===== src/rtl/core/top_k_smallest_selector_top_macros.svh =====
// Assertion macros used by the selector's controller
`ifndef TOP_K_SMALLEST_SELECTOR_TOP_MACROS_SVH
`define TOP_K_SMALLEST_SELECTOR_TOP_MACROS_SVH

// Same-cycle implication, checked on clk, disabled in reset
`define TKS_ASSERT_NOW(lbl, pre, post, msg) \
  lbl: assert property (@(posedge clk) disable iff (rst) (pre) |-> (post)) else $error(msg);

// Next-cycle implication, checked on clk, disabled in reset
`define TKS_ASSERT_NEXT(lbl, pre, post, msg) \
  lbl: assert property (@(posedge clk) disable iff (rst) (pre) |=> (post)) else $error(msg);

`endif


===== src/rtl/core/tks_pkg.sv =====
// Package: sizes, op codes, FSM states and the cell command word of the selector
`default_nettype none
package tks_pkg;

  localparam int K_MAX = 64;
  localparam int VAL_W = 32;
  localparam int CNT_W = $clog2(K_MAX + 1);
  localparam int IDX_W = (K_MAX > 1) ? $clog2(K_MAX) : 1;
  localparam int OP_W  = 2;
  localparam int POS_W = 6;

  localparam logic [OP_W-1:0] OP_ADD   = 2'd0;
  localparam logic [OP_W-1:0] OP_EMIT  = 2'd1;
  localparam logic [OP_W-1:0] OP_CLEAR = 2'd2;

  typedef enum logic {
    ST_IDLE,
    ST_EMIT
  } state_t;

  // Command word broadcast to every cell of the chain
  typedef struct packed {
    logic                    ins;       // insert value into the sorted row
    logic                    grow;      // row grows by one (else largest is displaced)
    logic                    rot;       // rotate the first last_idx+1 cells by one
    logic [CNT_W-1:0]        cnt;       // number of held values
    logic [IDX_W-1:0]        last_idx;  // wrap point for rotation
    logic signed [VAL_W-1:0] v;         // value offered
  } cell_cmd_t;

endpackage
`default_nettype wire


===== src/rtl/core/tks_cell.sv =====
// One cell of the sorted insertion chain: holds one value, shifts up or down
`default_nettype none
module tks_cell (
  input  logic                             clk,
  input  logic [tks_pkg::IDX_W-1:0]        idx,
  input  tks_pkg::cell_cmd_t               cmd,
  input  logic                             lt_left,
  input  logic signed [tks_pkg::VAL_W-1:0] val_left,
  input  logic signed [tks_pkg::VAL_W-1:0] val_right,
  input  logic signed [tks_pkg::VAL_W-1:0] val_head,
  output logic                             lt,
  output logic signed [tks_pkg::VAL_W-1:0] val
);
  import tks_pkg::*;

  logic signed [VAL_W-1:0] val_next;
  logic                    in_range;
  logic                    at_end;
  logic                    cmp;

  // Decide whether the offered value goes at or below this cell
  assign cmp      = cmd.v < val;
  assign in_range = {1'b0, idx} < cmd.cnt;
  assign at_end   = {1'b0, idx} == cmd.cnt;
  assign lt       = (in_range & cmp) | (cmd.grow & at_end);

  // Take the neighbor's value, the new value, or hold
  always_comb begin
    val_next = val;
    if (cmd.ins) begin
      if (lt) begin
        val_next = lt_left ? val_left : cmd.v;
      end
    end else if (cmd.rot) begin
      val_next = (idx == cmd.last_idx) ? val_head : val_right;
    end
  end

  always_ff @(posedge clk) begin
    val <= val_next;
  end

endmodule
`default_nettype wire


===== config.mk =====
export PLATFORM = sky130hd
export DESIGN_NAME = tks_cell
export DESIGN_NICKNAME = d
export VERILOG_FILES = /design/src/rtl/core/top_k_smallest_selector_top_macros.svh /design/src/rtl/core/tks_pkg.sv /design/src/rtl/core/tks_cell.sv
export SDC_FILE = /design/constraint.sdc
export NUM_CORES = 1
export LEC_CHECK = 0
export BUFFER_PORTS_ARGS = -buffer_cell sky130_fd_sc_hd__buf_2
export CAP_MARGIN = 5
export CORE_MARGIN = 10
export CORE_UTILIZATION = 45
export DETAILED_ROUTE_END_ITERATION = 7
export PLACE_DENSITY = 0.83
export SLEW_MARGIN = 20
export SYNTH_ARGS = -nofsm -noshare
export SYNTH_HDL_FRONTEND = slang
export SYNTH_SLANG_ARGS = --single-unit

===== constraint.sdc =====
create_clock -name clk -period 8.6 [get_ports clk]
set_clock_uncertainty 0.05 [all_clocks]
set_input_delay 0.86 -clock clk [delete_from_list [all_inputs] [get_ports clk]]
set_output_delay 0.86 -clock clk [all_outputs]
set_load 0.005 [all_outputs]

==> run summary <==
max cap viols: 0
worst r2r src: val[9]
Clock transition at path regs: 0.07 ns
Fmax: 0.264 GHz
starting DRC count in detailed routing: 86
number of flip-flops in the largest register: 32
CTS tree: yes
DR WL/cell: 16.9 µm
clock latency on the worst-skew pair: 0.28 ns
Slew @ Worst Pin: 0.980 ns
sw frac: 30.9%
most frequent cells in the layout: buf_2 (183), a21oi_1 (43), inv_1 (39)
crit path cell chain: buf_2 -> ha_1 -> and4_1 -> nand4_1 -> a2111oi_0 -> o311ai_2 -> a21oi_2 -> o22ai_1 -> buf_2
setup_tns: 0 ns
post-synthesis sequential area ratio: 32.1%
crit path launch type: input port
ant diodes: 0
Comb power frac: 33.9%
initial antenna violation count: 0
num ports: 185
core area: 6390 µm²
Largest Register: val
hold path depth: 3
Pwr Density: 116 nW/µm²
Mapped Area: 2990 µm²
Hold EP: val[10]
crit-path max FO: 3
vias: 3,026
Die ar.: 10,300 µm²
Netlist cell types: 35
placed cell count: 565
share of post-route cells with drive strength above 1: 39.9%
final-report hold violation count: 0
first-pass GRT wire length: 15,000 µm
Core Rows: 29
DR vias/cell: 5.28
final period utilization: 44.0%
RR Endpoint: val[1]
status: completed
Die Height: 102 µm
Reg2Reg Setup Slack: 5.55 ns
WP data required: 7.69 ns
GPL Wtd Cong: 0.860
clk buf depth: 2
post-detail-place hpwl: 8140 µm
hold path startpoint: val_left[10]
cell count after synthesis: 319
largest net degree at the start of global routing: 68
worst ir drop on vdd: 0.0717 mV
Leak Pwr: 1.95 nW
routed wire length: 9700 µm
top flop regs: val: 32 flops
post-CTS setup buffer count: 0
Die W: 102 µm
Tot Pwr: 0.471 mW
post-route insts no fill: 573
fin crit period: 3.78 ns
worst path arrival time: 2.87 ns
Hold WC Path Type: input port to register
PortBufs: 184
Tot GR Track Use: 17.6%
Net Switching: 0.146 mW
post-cts sizing count: 0
RSZ-0062 raised after global routing: false
CTS buffer count: 5
max-slew violation count: 0
Remaining DRCs: 0
critical path launch point: cmd[14]
vias in the first global route: 3,262
relative slew slack: 34.5%
Reg2Reg Depth: 9
initial core utilization: 46.8%
Syn Area/Cell: 9.37 µm²
synthesized flop and latch total: 32
Critical Path Sink Type: output pin
CP max stage delay: 0.50 ns
Clk pwr share: 23.6%
CTS Hold Bufs: 0
Slowest cell on crit path: a2111oi_0
final setup vio count: 0
most used cell, CP: buf_2
register share of total power: 42.5%
commonest non-fill, non-tap cell in the layout: buf_2
syn_nets: 508
Pint: 0.325 mW
Worst Path Class, Setup: input port to output pin
Layout Area Growth over Synthesis: 35.7%
clock root buffer: clkbuf_8
H-tree levels: 2
Final ANT Viol Nets: 0
Total Nets Final: 684
clock tree sinks: 32
GR Overflow Total: 0
TritonRoute pass-1 iters: 4
total number of yosys warnings: 0
==> worst max-delay path: cells and delay by family <==
family,cells,cell delay (ns)
AO/OA/AOI/OAI,4,1.06
adder cells (fa/ha/maj),1,0.30
buffers and inverters,2,0.26
AND/OR/NAND/NOR,2,0.37
==> Yosys cell counts <==
cell type | instances | area share (%)
nor3_1 | 1 | 0.17
o22ai_1 | 1 | 0.21
a21oi_2 | 1 | 0.29
a221o_1 | 2 | 0.67
and4_1 | 1 | 0.29
nor2b_1 | 33 | 6.9
nand4_1 | 6 | 1.3
ha_1 | 37 | 15
xor2_1 | 2 | 0.59
nor4_1 | 1 | 0.21
buf_2 | 3 | 0.50
xnor2_1 | 4 | 1.2
nand3_1 | 3 | 0.50
nand2b_1 | 2 | 0.42
nand2_1 | 6 | 0.75
inv_2 | 1 | 0.13
a221oi_1 | 1 | 0.29
buf_1 | 1 | 0.13
nor3_2 | 1 | 0.33
a2111oi_0 | 2 | 0.59
a211oi_1 | 33 | 8.3
and2_1 | 1 | 0.21
o31ai_2 | 1 | 0.42
o211a_1 | 1 | 0.33
inv_1 | 39 | 4.9
edfxtp_1 | 32 | 32
o21a_1 | 2 | 0.50
mux2i_1 | 32 | 11
nor2_1 | 4 | 0.50
o21ai_0 | 4 | 0.67
nand4b_1 | 1 | 0.29
o311ai_2 | 1 | 0.54
clkbuf_1 | 13 | 1.6
a21oi_1 | 43 | 7.2
a21o_1 | 3 | 0.75
==> layer usage <==
layer,track usage (%),wire (µm),vias up
met5,0,0,-
met2,32.2,5000,122
met3,7.01,973,6
li1,-,-,1529
met1,18.4,3660,1369
met4,3.86,56,0
==> through the flow <==
step | utilization, % | hold WS [ns] | instance area (µm²) | setup slack (ns)
final | 63.5 | 0.889 | 4060 | 4.82
after global routing | 63.5 | 0.904 | 4060 | 4.57
after CTS | 63.4 | 0.876 | 4050 | 4.80
after detailed placement | 62.1 | 1.17 | 3970 | 4.80
after global placement | 62.1 | 1.16 | 3970 | 4.87
after floorplan | - | 1.06 | 2990 | 4.32
==> power groups by stage <==
stage	logic, mW	clock network (mW)	registers (mW)
after floorplan	0.0821	0	0.205
after global placement	0.155	0	0.202
after detailed placement	0.161	0	0.204
after CTS	0.162	0.115	0.200
after global routing	0.181	0.123	0.202
final	0.160	0.111	0.200
==> logic make-up (layout without fill, tap and decap cells) <==
family          Yosys count  in the layout  synth area share (%)
compound gates           95             95                  20.8
xor+xnor                  6              6                  1.76
fa+ha+maj                37             37                  15.5
buf+inv                  57            234                  7.28
flops                    32             32                  32.1
mux                      32             32                  10.7
simple gates             60             60                  11.8
==> layout make-up <==
type | instances | area [µm²]
clock inverters | 3 | 13.8
clock buffers | 5 | 68.8
well taps | 77 | 96.3
fillers | 559 | 2330
flip-flops and latches | 32 | 961
inverters | 40 | 151
multi-input cells | 230 | 1830
repair buffers | 186 | 938
==> worst max-delay path by stage <==
stage / cells past startpoint / endpoint / slack [ns]
global route: 9 / lt / 4.57
CTS: 9 / lt / 4.80
finish: 9 / lt / 4.82
detailed placement: 9 / lt / 4.80
global placement: 9 / lt / 4.87
floorplan: 7 / val[0] / 4.32
Power figures use the tool's default switching activity.
