==> config.mk <==
export PLATFORM = sky130hd
export DESIGN_NAME = tks_ctrl
export DESIGN_NICKNAME = d
export VERILOG_FILES = /design/src/rtl/core/tks_pkg.sv /design/src/rtl/core/tks_ctrl.sv
export VERILOG_INCLUDE_DIRS = /design/src /design/src/rtl/core
export SDC_FILE = /design/constraint.sdc
export NUM_CORES = 1
export LEC_CHECK = 0
export ABC_AREA = 1
export BUFFER_PORTS_ARGS = -buffer_cell sky130_fd_sc_hd__buf_4
export CAP_MARGIN = 20
export CORE_MARGIN = 8
export CORE_UTILIZATION = 32
export CTS_BUF_LIST = sky130_fd_sc_hd__clkbuf_8 sky130_fd_sc_hd__clkbuf_16
export CTS_CLUSTER_DIAMETER = 50
export DETAILED_ROUTE_END_ITERATION = 12
export PLACE_DENSITY = 0.6
export SYNTH_ARGS = -nofsm -noshare
export SYNTH_HDL_FRONTEND = slang
export SYNTH_SLANG_ARGS = --single-unit
export TNS_END_PERCENT = 50
==> constraint.sdc <==
create_clock -name clk -period 2.38 [get_ports clk]
set_clock_uncertainty 0.1 [all_clocks]
set_input_delay 0.238 -clock clk [delete_from_list [all_inputs] [get_ports clk]]
set_output_delay 0.238 -clock clk [all_outputs]
set_load 0.02 [all_outputs]
==> src/rtl/core/top_k_smallest_selector_top_macros.svh <==
// Assertion macros used by the selector's controller
`ifndef TOP_K_SMALLEST_SELECTOR_TOP_MACROS_SVH
`define TOP_K_SMALLEST_SELECTOR_TOP_MACROS_SVH

// Same-cycle implication, checked on clk, disabled in reset
`define TKS_ASSERT_NOW(lbl, pre, post, msg) \
  lbl: assert property (@(posedge clk) disable iff (rst) (pre) |-> (post)) else $error(msg);

// Next-cycle implication, checked on clk, disabled in reset
`define TKS_ASSERT_NEXT(lbl, pre, post, msg) \
  lbl: assert property (@(posedge clk) disable iff (rst) (pre) |=> (post)) else $error(msg);

`endif

==> src/rtl/core/tks_pkg.sv <==
// Package: sizes, op codes, FSM states and the cell command word of the selector
`default_nettype none
package tks_pkg;

  localparam int K_MAX = 64;
  localparam int VAL_W = 32;
  localparam int CNT_W = $clog2(K_MAX + 1);
  localparam int IDX_W = (K_MAX > 1) ? $clog2(K_MAX) : 1;
  localparam int OP_W  = 2;
  localparam int POS_W = 6;

  localparam logic [OP_W-1:0] OP_ADD   = 2'd0;
  localparam logic [OP_W-1:0] OP_EMIT  = 2'd1;
  localparam logic [OP_W-1:0] OP_CLEAR = 2'd2;

  typedef enum logic {
    ST_IDLE,
    ST_EMIT
  } state_t;

  // Command word broadcast to every cell of the chain
  typedef struct packed {
    logic                    ins;       // insert value into the sorted row
    logic                    grow;      // row grows by one (else largest is displaced)
    logic                    rot;       // rotate the first last_idx+1 cells by one
    logic [CNT_W-1:0]        cnt;       // number of held values
    logic [IDX_W-1:0]        last_idx;  // wrap point for rotation
    logic signed [VAL_W-1:0] v;         // value offered
  } cell_cmd_t;

endpackage
`default_nettype wire

==> src/rtl/core/tks_ctrl.sv <==
// Controller: limit register, held count, emit sequencer and result registers
`default_nettype none
`include "top_k_smallest_selector_top_macros.svh"
module tks_ctrl (
  input  logic                             clk,
  input  logic                             rst,
  input  logic                             start,
  input  logic [tks_pkg::OP_W-1:0]         op,
  input  logic signed [tks_pkg::VAL_W-1:0] value,
  input  logic                             cfg_we,
  input  logic [tks_pkg::CNT_W-1:0]        cfg_wdata,
  input  logic signed [tks_pkg::VAL_W-1:0] val_head,
  output logic                             busy,
  output tks_pkg::cell_cmd_t               cmd,
  output logic                             result_strobe,
  output logic signed [tks_pkg::VAL_W-1:0] out_value,
  output logic [tks_pkg::POS_W-1:0]        position,
  output logic                             last,
  output logic                             empty_res
);
  import tks_pkg::*;

  state_t            state;
  state_t            state_next;
  logic [CNT_W-1:0]  k_limit;
  logic [CNT_W-1:0]  count;
  logic [CNT_W-1:0]  count_next;
  logic [CNT_W-1:0]  kk;
  logic [CNT_W-1:0]  n_emit;
  logic [IDX_W-1:0]  pos;
  logic [IDX_W-1:0]  last_idx;
  logic              accept;
  logic              do_add;
  logic              do_emit;
  logic              do_clear;
  logic              rot;
  logic              pos_last;

  // Decode the accepted word
  assign accept   = start & ~busy;
  assign do_add   = accept & (op == OP_ADD);
  assign do_emit  = accept & (op == OP_EMIT);
  assign do_clear = accept & (op == OP_CLEAR);
  assign pos_last = pos == last_idx;

  // Clamp the limit into 1..K_MAX
  always_comb begin
    kk = k_limit;
    if (k_limit == '0) begin
      kk = CNT_W'(1);
    end else if (k_limit > CNT_W'(K_MAX)) begin
      kk = CNT_W'(K_MAX);
    end
  end

  assign n_emit = (count > kk) ? kk : count;

  // Next state
  always_comb begin
    state_next = state;
    case (state)
      ST_IDLE: begin
        if (do_emit && n_emit != '0) begin
          state_next = ST_EMIT;
        end
      end
      ST_EMIT: begin
        if (pos_last) begin
          state_next = ST_IDLE;
        end
      end
      default: state_next = ST_IDLE;
    endcase
  end

  // FSM outputs
  always_comb begin
    busy = 1'b0;
    rot  = 1'b0;
    case (state)
      ST_IDLE: begin
        busy = 1'b0;
        rot  = 1'b0;
      end
      ST_EMIT: begin
        busy = 1'b1;
        rot  = 1'b1;
      end
      default: begin
        busy = 1'b0;
        rot  = 1'b0;
      end
    endcase
  end

  // Held count update
  always_comb begin
    count_next = count;
    if (do_clear) begin
      count_next = '0;
    end else if (do_emit) begin
      count_next = n_emit;
    end else if (do_add && count < kk) begin
      count_next = count + CNT_W'(1);
    end
  end

  // Broadcast command to the chain
  always_comb begin
    cmd.ins      = do_add;
    cmd.grow     = count < kk;
    cmd.rot      = rot;
    cmd.cnt      = count;
    cmd.last_idx = last_idx;
    cmd.v        = value;
  end

  // Control registers
  always_ff @(posedge clk) begin
    if (rst) begin
      state         <= ST_IDLE;
      k_limit       <= CNT_W'(K_MAX);
      count         <= '0;
      pos           <= '0;
      last_idx      <= '0;
      result_strobe <= 1'b0;
    end else begin
      state         <= state_next;
      count         <= count_next;
      result_strobe <= 1'b0;
      if (cfg_we) begin
        k_limit <= cfg_wdata;
      end
      if (do_emit) begin
        pos      <= '0;
        last_idx <= IDX_W'(n_emit - CNT_W'(1));
        if (n_emit == '0) begin
          result_strobe <= 1'b1;
        end
      end else if (rot) begin
        pos           <= pos + IDX_W'(1);
        result_strobe <= 1'b1;
      end
    end
  end

  // Result word registers
  always_ff @(posedge clk) begin
    if (do_emit && n_emit == '0) begin
      out_value <= '0;
      position  <= '0;
      last      <= 1'b1;
      empty_res <= 1'b1;
    end else if (rot) begin
      out_value <= val_head;
      position  <= POS_W'(pos);
      last      <= pos_last;
      empty_res <= 1'b0;
    end
  end

  `TKS_ASSERT_NEXT(a_emit_goes_busy, do_emit && n_emit != '0, busy, "emit did not start")
  `TKS_ASSERT_NOW(a_empty_is_single, result_strobe && empty_res, last && position == '0, "bad empty word")
  `TKS_ASSERT_NOW(a_no_insert_in_emit, busy, !cmd.ins, "insert during emit")
  `TKS_ASSERT_NOW(a_count_capped, 1'b1, count <= CNT_W'(K_MAX), "held count overflow")

endmodule
`default_nettype wire

==> results.py <==
metrics = {
    "grt": {
        "grt_max_degree": 47,
        "met3_usage": 0.0356,
        "grt_overflow_total": 0,
        "busiest_layer": "met2",
        "grtUsageMet1": 0.160,
        "use_met2": 0.218,
        "groute.usage.overall": 0.133,
        "grt_pass1_wl_um": 16100,
        "antenna_found_initial": 0,
        "grt_pass1_vias": 3468,
    },
    "clock_tree": {
        "cts_max_path_buffers": 2,
        "h-tree-depth": 3,
        "path_clk_slew_ns": 0.06,
        "cts_tree": "yes",
        "clock-sinks": 68,
        "cts-buffers-inserted": 9,
        "ctsHoldBuffers": 0,
        "cts_root_buffer": "clkbuf_16",
        "clkLatencyLatePin_ns": 0.33,
    },
    "layout": {
        "fillers": 1127,
        "final_area_um2": 5290,
        "drive_gt1_frac": 0.416,
        "num_antenna_cells": 0,
        "syn_to_final_growth_pct": 44.3,
        "fin_nets": 742,
    },
    "critical_path": {
        "cp.arrival_ns": 2.66,
        "cpMostUsedCell": "nand2_2",
        "rr_startpoint": "k_limit[5]",
        "path_class": "flip-flop to flip-flop",
        "slowest_delay_ns": 0.36,
        "end_kind": "flip-flop",
        "crit_path_end": "out_value[7]",
        "rrSetupSlack_ns": -0.14,
        "critPathMaxFanout": 7,
        "cp_slowest_cell": "dfxtp_4",
        "cp.required_ns": 2.52,
        "critical_path.startpoint": "k_limit[5]",
        "rr_worst_depth": 19,
        "crit_path_start_kind": "flip-flop",
        "crit_chain": "nor2_4 > nand3_2 > o21ai_2 > ha_2 > inv_1 > nand3_2 > nand2_2 > nand2_2 > nand2_4 > nand2_4 > nand2_2 > nand2_2 > ha_4 > nand3_4 > nor2_4 > nand4_4 > clkbuf_16 > nand2_2 > inv_2",
        "r2r_end": "out_value[7]",
    },
    "timing": {
        "fmax_mhz": 397,
        "min_period_ns": 2.52,
        "drv_slew": 0,
        "rsz0062_at_grt": "yes",
        "final.setup.worst_slack_ns": -0.138,
        "tightest_slew_ns": 0.534,
        "fin_crit_sh": 1.06,
        "setup_tns_ns": -4.63,
        "hold_violations": 0,
        "setup_viol": 41,
        "relSlewSlack": 0.644,
    },
    "placement": {
        "gp_congestion": 0.853,
        "port_buffers": 102,
        "hpwl_um": 7660,
        "dpl_cell_area_um2": 4530,
    },
    "hold_path": {
        "min_path_type": "input port to flip-flop",
    },
    "floorplan": {
        "die_width_um": 123,
        "start_util": 0.324,
        "dieArea_um2": 15100,
        "ios": 167,
        "rows": 39,
        "die_h_um": 123,
        "core-area_um2": 11300,
    },
    "pwr": {
        "comb_power_share": 0.384,
        "p_int_uw": 3130,
        "leakagePower_uw": 0.00278,
        "seqPwrFrac": 0.334,
        "sw_frac_of_total": 0.358,
        "switching_power_uw": 1740,
        "powerDensity_nw_per_um2": 920,
        "peakVddDrop_mv": 0.511,
        "clock_power_share": 0.282,
    },
    "route": {
        "postRouteAntennaNets": 0,
        "drt_iter0_drc": 114,
        "dr.pass1.iters": 5,
        "via_count": 3599,
        "via_per_inst": 4.49,
        "drcViolationCount": 0,
        "wire_per_inst_um": 13.3,
        "drt-total-wl_um": 10700,
    },
    "synthesis": {
        "syn-mean-instance-area_um2": 6.67,
        "yosysMostFrequentCell": "nand2_1",
        "yosys-top-cells-area": "dfxtp_1 (37%), nand2_1 (21%), buf_4 (7.0%), inv_1 (4.8%), nor2_1 (4.5%)",
        "ys_seq_area_frac": 0.371,
        "synth_ff_type": "dfxtp_1",
        "synth_cell_types": 31,
        "synth_top_area_cell": "dfxtp_1",
        "synth_cells": 550,
        "ys_ff_latch": 68,
        "async_flop_share": 0,
        "synth_edf_count": 0,
        "yosysWarnings": 0,
        "mappedNetlistArea_um2": 3670,
        "yosysTopAreaCellShare": 0.371,
        "synthesis.nets": 638,
        "synth_common_cells": "nand2_1 (204), dfxtp_1 (68), inv_1 (47), nor2_1 (44), buf_4 (34)",
    },
    "status": {
        "outcome": "finished, violations left",
        "violations": "negative setup slack",
    },
    "job": {
        "cap_viol_max_count": 0,
    },
}
-- flip-flops by register name, summed over array words and instances, names as in the netlist --
| name | count |
|---|---|
| count | 7 |
| empty_res | 1 |
| k_limit | 7 |
| last | 1 |
| last_idx | 6 |
| out_value | 32 |
| pos | 6 |
| position | 6 |
| result_strobe | 1 |
| state | 1 |
-- area by class of cell --
class	count	area [um2]	area share
clock inverters	5	60.1	0.0114
flip-flops and latches	68	1380	0.260
multi-input cells	354	1980	0.374
clock buffers	11	253	0.0478
repair buffers	143	1140	0.215
well taps	143	179	0.0338
inverters	78	305	0.0577
-- metal layers --
layer  routed length, um  vias to the layer above  part of all wire
met3                 558                       17             0.052
met2                5200                       92              0.49
met1                4760                     1636              0.45
li1                    -                     1854                 -
met5                   0                        -                 0
met4                 161                        0             0.015
-- cells in the final DEF, fill, tap and decap left out, types with 3 or more instances in the layout --
cell	instances
buf_6	5
nand3_2	3
inv_1	44
nor3_1	5
nor2_4	4
dfxtp_1	60
o211ai_1	3
nand2_1	164
ha_4	8
a21oi_2	4
dfxtp_2	6
nor4_1	3
xor2_1	6
nand3_1	15
nand2_4	10
nand2_2	36
a21oi_1	16
clkbuf_16	11
buf_4	135
nor2_1	41
inv_2	33
o21ai_0	17
-- worst max-delay path: cells and delay by family (launching register included) --
kind / cells / cell delay [ns]
buffers and inverters: 3 / 0.32
flip-flops: 1 / 0.36
AND/OR/NAND/NOR: 13 / 1.14
AO/OA/AOI/OAI: 1 / 0.18
adder cells (fa/ha/maj): 2 / 0.32
-- power groups by stage --
| stage | logic, uW | clock network, uW | registers (uW) |
|---|---|---|---|
| final | 1870 | 1370 | 1630 |
| after global routing | 2020 | 1440 | 1660 |
| after CTS | 1730 | 1390 | 1630 |
| after detailed placement | 1710 | 0 | 1640 |
| after global placement | 1690 | 0 | 1630 |
| after floorplan | 729 | 0 | 1970 |
-- worst min path at each step --
stage | start | end | slack (ns) | depth (start not counted)
after floorplan | cfg_we | k_limit[6] | 0.24 | 1
after global placement | pos[5] | pos[5] | 0.35 | 1
after detailed placement | empty_res | empty_res | 0.36 | 2
after CTS | cfg_wdata[4] | k_limit[4] | 0.03 | 3
after global routing | cfg_wdata[4] | k_limit[4] | 0.04 | 3
final | cfg_wdata[4] | k_limit[4] | 0.03 | 3
-- what timing repair did --
action,4_1_cts,5_1_grt
setup endpoints to repair,42,51
gates cloned,1,3
gates resized for setup,19,72
setup buffers,3,4
pin swaps,2,19
-- per-stage QoR --
stage | total power (uW) | setup WS (ns) | hold WS (ns) | instances | util
final | 4870 | -0.138 | 0.0336 | 802 | 0.467
after global routing | 5130 | -0.277 | 0.0403 | 802 | 0.467
after CTS | 4750 | -0.0556 | 0.0294 | 795 | 0.438
after detailed placement | 3350 | -0.139 | 0.362 | 775 | 0.400
after global placement | 3320 | -0.0668 | 0.353 | 775 | 0.400
after floorplan | 2700 | 0.00204 | 0.238 | 550 | -
-- cells by family after synthesis --
kind of cell               Yosys count  share of synthesized area
and+or+nand+nor                    291                      0.337
adders and majority gates           11                     0.0375
DFF                                 68                      0.371
AOI/OAI and AO/OA                   46                     0.0679
buffers and inverters              128                      0.172
xor gates and xnor gates             6                     0.0143
No activity file was read; power rests on OpenSTA's default activity.
